$ cat src/hw/rtl/dest_pkg.sv
`default_nettype none

package dest_pkg;

  localparam int TABLE_DEPTH = 16;
  localparam int ID_W        = 16;
  localparam int CMD_W       = 2;
  localparam int ECNT_W      = 5;
  localparam int IDX_W       = (TABLE_DEPTH > 1) ? $clog2(TABLE_DEPTH) : 1;
  localparam int CNT_W       = $clog2(TABLE_DEPTH + 1);

  localparam logic [CMD_W-1:0] CMD_REPORT = 2'd0;
  localparam logic [CMD_W-1:0] CMD_CLEAR  = 2'd1;
  localparam logic [CMD_W-1:0] CMD_CHECK  = 2'd2;

  typedef struct packed {
    logic [ID_W-1:0] id;
    logic            active;
  } entry_t;

  localparam int ENTRY_W = $bits(entry_t);

endpackage

`default_nettype wire

$ cat src/hw/rtl/diagnostic_event_status_table_unit.sv
`default_nettype none

// Channel  Direction  tdata                                   tuser
// in_      slave      [15:0] evt_id                           [1:0] command
// out_     master     [0] found, [1] active,                  none
//                     [2] table_full_reject, [7:3] entry_count
//
// An input beat is taken only while the unit is idle; the table RAM is then read one entry a
// cycle until the identifier matches or every stored entry has been read, and the result is
// then registered. The unit returns to idle as the result is registered, so the next input
// beat can be taken while that result still waits on the output.
// A stalled output holds the next command in its final step until the register frees.
// Synchronous active-low reset empties the table; the RAM itself is not cleared.

module diagnostic_event_status_table_unit (
  input  wire logic                       clk,
  input  wire logic                       rst_n,
  input  wire logic                       in_tvalid,
  output logic                            in_tready,
  input  wire logic [15:0]                in_tdata,   // [15:0] evt_id
  input  wire logic [dest_pkg::CMD_W-1:0] in_tuser,   // [1:0] command
  output logic                            out_tvalid,
  input  wire logic                       out_tready,
  output logic      [7:0]                 out_tdata   // [0] found, [1] active,
                                                      // [2] table_full_reject, [7:3] entry_count
);

  import dest_pkg::*;

  localparam logic [1:0] ST_IDLE   = 2'd0;
  localparam logic [1:0] ST_SCAN   = 2'd1;
  localparam logic [1:0] ST_DECIDE = 2'd2;

  logic [1:0]       state_r, state_nxt;
  logic [CMD_W-1:0] cmd_r, cmd_nxt;
  logic [ID_W-1:0]  id_r, id_nxt;
  logic [CNT_W-1:0] cnt_r, cnt_nxt;
  logic [CNT_W-1:0] scan_idx_r, scan_idx_nxt;
  logic             pend_r, pend_nxt;
  logic [IDX_W-1:0] pend_idx_r, pend_idx_nxt;
  logic             hit_r, hit_nxt;
  logic [IDX_W-1:0] where_r, where_nxt;
  logic             act_r, act_nxt;
  logic             out_valid_r, out_valid_nxt;
  logic [7:0]       out_data_r, out_data_nxt;

  logic               ram_we;
  logic [IDX_W-1:0]   ram_waddr;
  entry_t             ram_wentry;
  logic [IDX_W-1:0]   ram_raddr;
  logic [ENTRY_W-1:0] ram_rdata;
  entry_t             rd_entry;

  logic             full;
  logic             rej;
  logic             res_act;

  assign rd_entry   = entry_t'(ram_rdata);
  assign in_tready  = (state_r == ST_IDLE);
  assign out_tvalid = out_valid_r;
  assign out_tdata  = out_data_r;
  assign full       = (cnt_r >= CNT_W'(TABLE_DEPTH));

  dest_ram #(
    .WIDTH (ENTRY_W),
    .DEPTH (TABLE_DEPTH)
  ) u_table (
    .clk   (clk),
    .we    (ram_we),
    .waddr (ram_waddr),
    .wdata (ram_wentry),
    .raddr (ram_raddr),
    .rdata (ram_rdata)
  );

  always_comb begin
    state_nxt     = state_r;
    cmd_nxt       = cmd_r;
    id_nxt        = id_r;
    cnt_nxt       = cnt_r;
    scan_idx_nxt  = scan_idx_r;
    pend_nxt      = pend_r;
    pend_idx_nxt  = pend_idx_r;
    hit_nxt       = hit_r;
    where_nxt     = where_r;
    act_nxt       = act_r;
    out_valid_nxt = out_valid_r;
    out_data_nxt  = out_data_r;
    ram_we        = 1'b0;
    ram_waddr     = where_r;
    ram_wentry    = '{id: id_r, active: 1'b1};
    ram_raddr     = scan_idx_r[IDX_W-1:0];
    rej           = 1'b0;
    res_act       = 1'b0;

    if (out_valid_r && out_tready) begin
      out_valid_nxt = 1'b0;
    end

    unique case (state_r)
      ST_IDLE: begin
        if (in_tvalid) begin
          cmd_nxt      = in_tuser;
          id_nxt       = in_tdata;
          scan_idx_nxt = '0;
          pend_nxt     = 1'b0;
          hit_nxt      = 1'b0;
          act_nxt      = 1'b0;
          state_nxt    = ST_SCAN;
        end
      end
      ST_SCAN: begin
        // The entry read last cycle is compared while the next one is fetched.
        if (pend_r && (rd_entry.id == id_r)) begin
          hit_nxt   = 1'b1;
          where_nxt = pend_idx_r;
          act_nxt   = rd_entry.active;
          pend_nxt  = 1'b0;
          state_nxt = ST_DECIDE;
        end else if (scan_idx_r == cnt_r) begin
          pend_nxt  = 1'b0;
          state_nxt = ST_DECIDE;
        end else begin
          pend_nxt     = 1'b1;
          pend_idx_nxt = scan_idx_r[IDX_W-1:0];
          scan_idx_nxt = scan_idx_r + CNT_W'(1);
        end
      end
      ST_DECIDE: begin
        if (!out_valid_r || out_tready) begin
          priority if (cmd_r == CMD_REPORT) begin
            if (full) begin
              rej     = 1'b1;
              res_act = hit_r & act_r;
            end else if (hit_r) begin
              ram_we  = 1'b1;
              res_act = 1'b1;
            end else begin
              ram_we    = 1'b1;
              ram_waddr = cnt_r[IDX_W-1:0];
              cnt_nxt   = cnt_r + CNT_W'(1);
              res_act   = 1'b1;
            end
          end else if (cmd_r == CMD_CLEAR) begin
            ram_we     = hit_r;
            ram_wentry = '{id: id_r, active: 1'b0};
            res_act    = 1'b0;
          end else begin
            // Check, and the unused fourth code, only read.
            res_act = hit_r & act_r;
          end
          out_data_nxt  = {ECNT_W'(cnt_nxt), rej, res_act, hit_r};
          out_valid_nxt = 1'b1;
          state_nxt     = ST_IDLE;
        end
      end
      default: begin
        state_nxt = ST_IDLE;
      end
    endcase
  end

  always_ff @(posedge clk) begin
    if (!rst_n) begin
      state_r     <= ST_IDLE;
      cnt_r       <= '0;
      pend_r      <= 1'b0;
      out_valid_r <= 1'b0;
    end else begin
      state_r     <= state_nxt;
      cnt_r       <= cnt_nxt;
      pend_r      <= pend_nxt;
      out_valid_r <= out_valid_nxt;
    end
  end

  always_ff @(posedge clk) begin
    cmd_r      <= cmd_nxt;
    id_r       <= id_nxt;
    scan_idx_r <= scan_idx_nxt;
    pend_idx_r <= pend_idx_nxt;
    hit_r      <= hit_nxt;
    where_r    <= where_nxt;
    act_r      <= act_nxt;
    out_data_r <= out_data_nxt;
  end

  a_cnt_bound: assert property (@(posedge clk) disable iff (!rst_n)
    cnt_r <= CNT_W'(TABLE_DEPTH))
    else $error("entry count beyond table depth");

  a_cnt_step: assert property (@(posedge clk) disable iff (!rst_n)
    !$past(!rst_n) |-> (cnt_r == $past(cnt_r)) || (cnt_r == $past(cnt_r) + CNT_W'(1)))
    else $error("entry count moved by more than one");

  a_reject_full: assert property (@(posedge clk) disable iff (!rst_n)
    (out_valid_r && out_data_r[2]) |-> (out_data_r[7:3] == ECNT_W'(TABLE_DEPTH)))
    else $error("reject reported on a table that is not full");

  a_pend_scan: assert property (@(posedge clk) disable iff (!rst_n)
    pend_r |-> (state_r == ST_SCAN) && (CNT_W'(pend_idx_r) < cnt_r))
    else $error("table read outside the scan or beyond stored entries");

  a_write_decide: assert property (@(posedge clk) disable iff (!rst_n)
    ram_we |-> (state_r == ST_DECIDE) && (state_nxt == ST_IDLE))
    else $error("table written outside the final step");

endmodule

`default_nettype wire

$ cat src/hw/rtl/dest_ram.sv
`default_nettype none

module dest_ram #(
  parameter int WIDTH = 8,
  parameter int DEPTH = 16,
  localparam int AW   = (DEPTH > 1) ? $clog2(DEPTH) : 1
) (
  input  wire logic             clk,
  input  wire logic             we,
  input  wire logic [AW-1:0]    waddr,
  input  wire logic [WIDTH-1:0] wdata,
  input  wire logic [AW-1:0]    raddr,
  output logic      [WIDTH-1:0] rdata
);

  logic [WIDTH-1:0] mem [DEPTH];

  always_ff @(posedge clk) begin
    if (we) begin
      mem[waddr] <= wdata;
    end
    rdata <= mem[raddr];
  end

endmodule

`default_nettype wire
$ cat config.mk
export PLATFORM = sky130hd
export DESIGN_NAME = diagnostic_event_status_table_unit
export DESIGN_NICKNAME = d
export VERILOG_FILES = /design/src/hw/rtl/dest_pkg.sv /design/src/hw/rtl/diagnostic_event_status_table_unit.sv /design/src/hw/rtl/dest_ram.sv
export SDC_FILE = /design/constraint.sdc
export NUM_CORES = 1
export LEC_CHECK = 0
export ABC_AREA = 1
export BUFFER_PORTS_ARGS = -buffer_cell sky130_fd_sc_hd__buf_4
export CAP_MARGIN = 10
export CORE_AREA = 2 2 159 161
export DETAILED_ROUTE_END_ITERATION = 8
export DIE_AREA = 0 0 161 163
export GPL_TIMING_DRIVEN = 1
export HOLD_SLACK_MARGIN = 0.15
export PLACE_DENSITY = 0.85
export SLEW_MARGIN = 10
export SYNTH_ARGS = -nofsm -noshare
export SYNTH_HDL_FRONTEND = slang
export SYNTH_SLANG_ARGS = --single-unit
$ cat constraint.sdc
create_clock -name clk -period 2.6 [get_ports clk]
set_input_delay 0.52 -clock clk [delete_from_list [all_inputs] [get_ports clk]]
set_output_delay 0.52 -clock clk [all_outputs]
set_load 0.02 [all_outputs]
==> reports/summary.txt <==
Final period util = 0.890
# H-tree levels = 2
maximum clock insertion buffer count = 3
#FFs+latches synth = 339
GPL Wtd Cong = 0.976
number of buffers created by CTS = 35
synth warn = 0
Crit path buffers/inverters = 3
R2R Setup Slk = 0.29 ns
non-filler cells, final = 1504
Most Crowded Layer GR = met2
Achievable Freq = 432 MHz
Clock Pin Slew Worst Setup and Hold Paths = 0.06 ns
Compound-Gate Fraction of Synth Area = 0.0943
slowest cell delay on critical path = 0.36 ns
Critical Path Start Type = flop
CP endpoint kind = flop
number of global-route vias before repair = 8740
full die area = 0.0262 sq mm
Initial Util = 0.546
Die Ht = 163 um
global-route wire length before repair = 48700 um
WL/cell = 21.5 um
setup TNS = 0 ns
worst skew pair latency = 0.53 ns
fraction of layout cells with a size suffix above 1 = 0.144
I/O Buffers = 31
largest net degree at the start of global routing = 108
Peak VDD IR = 0.641 mV
mapped cell area = 0.0135 sq mm
DP HPWL = 21100 um
GR Overflow Total = 0
outcome = complete, no violations
Die X = 161 um
EDFF count, synth = 313
cell mode on critical path = inv_2
RSZ-0062 raised after global routing = false
clk_skew = 0.0268 ns
Final ANT Viol Nets = 0
Post-Synth Adder-Cell Area = 0.00279
Least-Margin Pin Slew = 0.536 ns
post-synthesis average cell area = 12.5 sq um
# clock sinks = 339
simple-gate share of the synthesized area = 0.122
worst-path maximum fanout = 14
largest family of logic cells by synthesized area = simple AND/OR/NAND/NOR gates
Final #Nets = 1176
final setup fails = 0
DR vias = 9073
CTS tree = yes
GRT met1 Usage = 0.332
relative slew slack = 0.643
Post-CTS Setup Inserts = 0
synthesized netlist cell count = 1080
crit path max-delay cell type = dfxtp_1
Max Cap Viol = 0
sequential fraction of the synthesis area = 0.736
Min-Delay Path Class = in2reg
global routing usage on met2 = 0.398
initial antenna violation count = 0
synth unique cells = 33
Max Slew Vio Count = 0
Power Density = 871 mW/mm^2
met3 usage = 0.0476
Residual DRC = 0
Worst EP required = 2.82 ns
Cell Rows = 58
First-pass DRT Iterations = 8
area delta synth->final = 15.4%
total routed wirelength = 32400 um
placed cells = 1444
core area = 0.0247 sq mm
n_diodes = 0
hold_buf cts = 0
ys flop type = edfxtp_1
static leakage = 0.00544 uW
syn nets = 1105
FFs w/ async S/R, synth = 0
critical path class = reg2reg
post-layout min period = 2.31 ns
clock tree root driver cell = clkbuf_16
mux share of post-synthesis cell area = 0
Critical Path, Cell by Cell = inv_2 > nor2_4 > inv_2 > nor2_8 > nand3_4 > o21ai_1 > nand2_1 > nor2_2 > buf_12
final hold violation count = 0
CTS resizes = 0
I/O pin total = 32
crit path DAT = 2.53 ns
1st-iter DRT viols = 1303
Synth Area in XOR/XNOR = 0.00715
cell family with most CP delay = simple AND/OR/NAND/NOR gates
DR vias/cell = 6.03
Tot GR Track Use = 0.248
==> power breakdown <==
group	internal [uW]	switching, uW
sequential	6290	223
combinational	752	1690
clock	2580	2000
total	9630	3910
==> per-stage QoR <==
stage / power [uW] / instance area (sq um) / util / hold slack, ns / setup WS, ns
final: 13500 / 15500 / 0.630 / 0.174 / 0.287
after global routing: 14000 / 15500 / 0.630 / 0.161 / 0.140
after CTS: 13500 / 15500 / 0.630 / 0.160 / 0.322
after detailed placement: 8990 / 14500 / 0.588 / 0.406 / 0.0959
after global placement: 8890 / 14500 / 0.588 / 0.411 / 0.196
after floorplan: 8130 / 13500 / - / 0.400 / -0.0127
==> registers in the layout (all words and copies together), names as in the netlist <==
| register | count |
|---|---|
| act_r | 1 |
| cmd_r | 2 |
| cnt_r | 5 |
| hit_r | 1 |
| id_r | 16 |
| out_tdata | 8 |
| out_tvalid | 1 |
| pend_idx_r | 4 |
| pend_r | 1 |
| scan_idx_r | 5 |
| state_r | 2 |
| u_table.mem | 272 |
| u_table.rdata | 17 |
| where_r | 4 |
==> kinds of logic after synthesis <==
| kind of cell | after synthesis |
|---|---|
| flip-flops | 339 |
| AND/OR/NAND/NOR | 401 |
| adder cells (fa/ha/maj) | 3 |
| AO/OA/AOI/OAI | 208 |
| XOR/XNOR | 11 |
| buffers and inverters | 118 |
==> area by class of cell <==
cell class,count,area [sq um]
repair buffers,85,826
inverters,67,253
fillers,1728,9130
clock inverters,14,96.3
flip-flops and latches,339,9920
well taps,330,413
clock buffers,46,948
multi-input cells,623,3090
==> per-layer routing <==
metal  wire length (um)  vias up
met1              12200     4422
met3               3530      100
met5                  0        -
met2              15300      555
li1                   -     3996
met4               1370        0
==> path summary, 6_finish.rpt <==
path                       from           endpoint  cells past startpoint
hold reg to reg   pend_idx_r[3]         where_r[3]                      0
setup / recovery     state_r[1]  u_table.mem[4][7]                      9
setup reg to reg     state_r[1]  u_table.mem[4][7]                      9
hold / removal     in_tdata[12]           id_r[12]                      1
==> cell usage after synthesis (7+ instances only) <==
library cell    n  area share
nand2_1        97       0.027
o211ai_1       34       0.019
edfxtp_1      313        0.70
nand3_1        36       0.013
buf_2          21      0.0078
clkbuf_1       24      0.0067
o21ai_0       121       0.045
dfxtp_1        26       0.039
inv_1          58       0.016
a21oi_1        12      0.0045
inv_2           7      0.0020
nor2_1        249       0.069
o32ai_1        34       0.022
==> cell usage in the layout, fill, tap and decap left out, types with 4 or more instances in the layout <==
master	Yosys	layout
clkbuf_16	0	36
inv_1	58	58
a21oi_1	12	12
inv_2	7	6
xnor2_1	5	5
buf_4	1	70
o21ai_0	121	121
clkbuf_1	24	9
o211ai_1	34	34
buf_12	0	15
o32ai_1	34	34
nand3_1	36	36
nor2_2	1	17
edfxtp_1	313	313
nor2_1	249	233
xor2_1	6	6
nand2_1	97	97
clkinv_2	0	6
dfxtp_1	26	26
clkinv_1	2	6
nand4_1	5	5
nand3_2	4	4
Power figures use the tool's default switching activity.
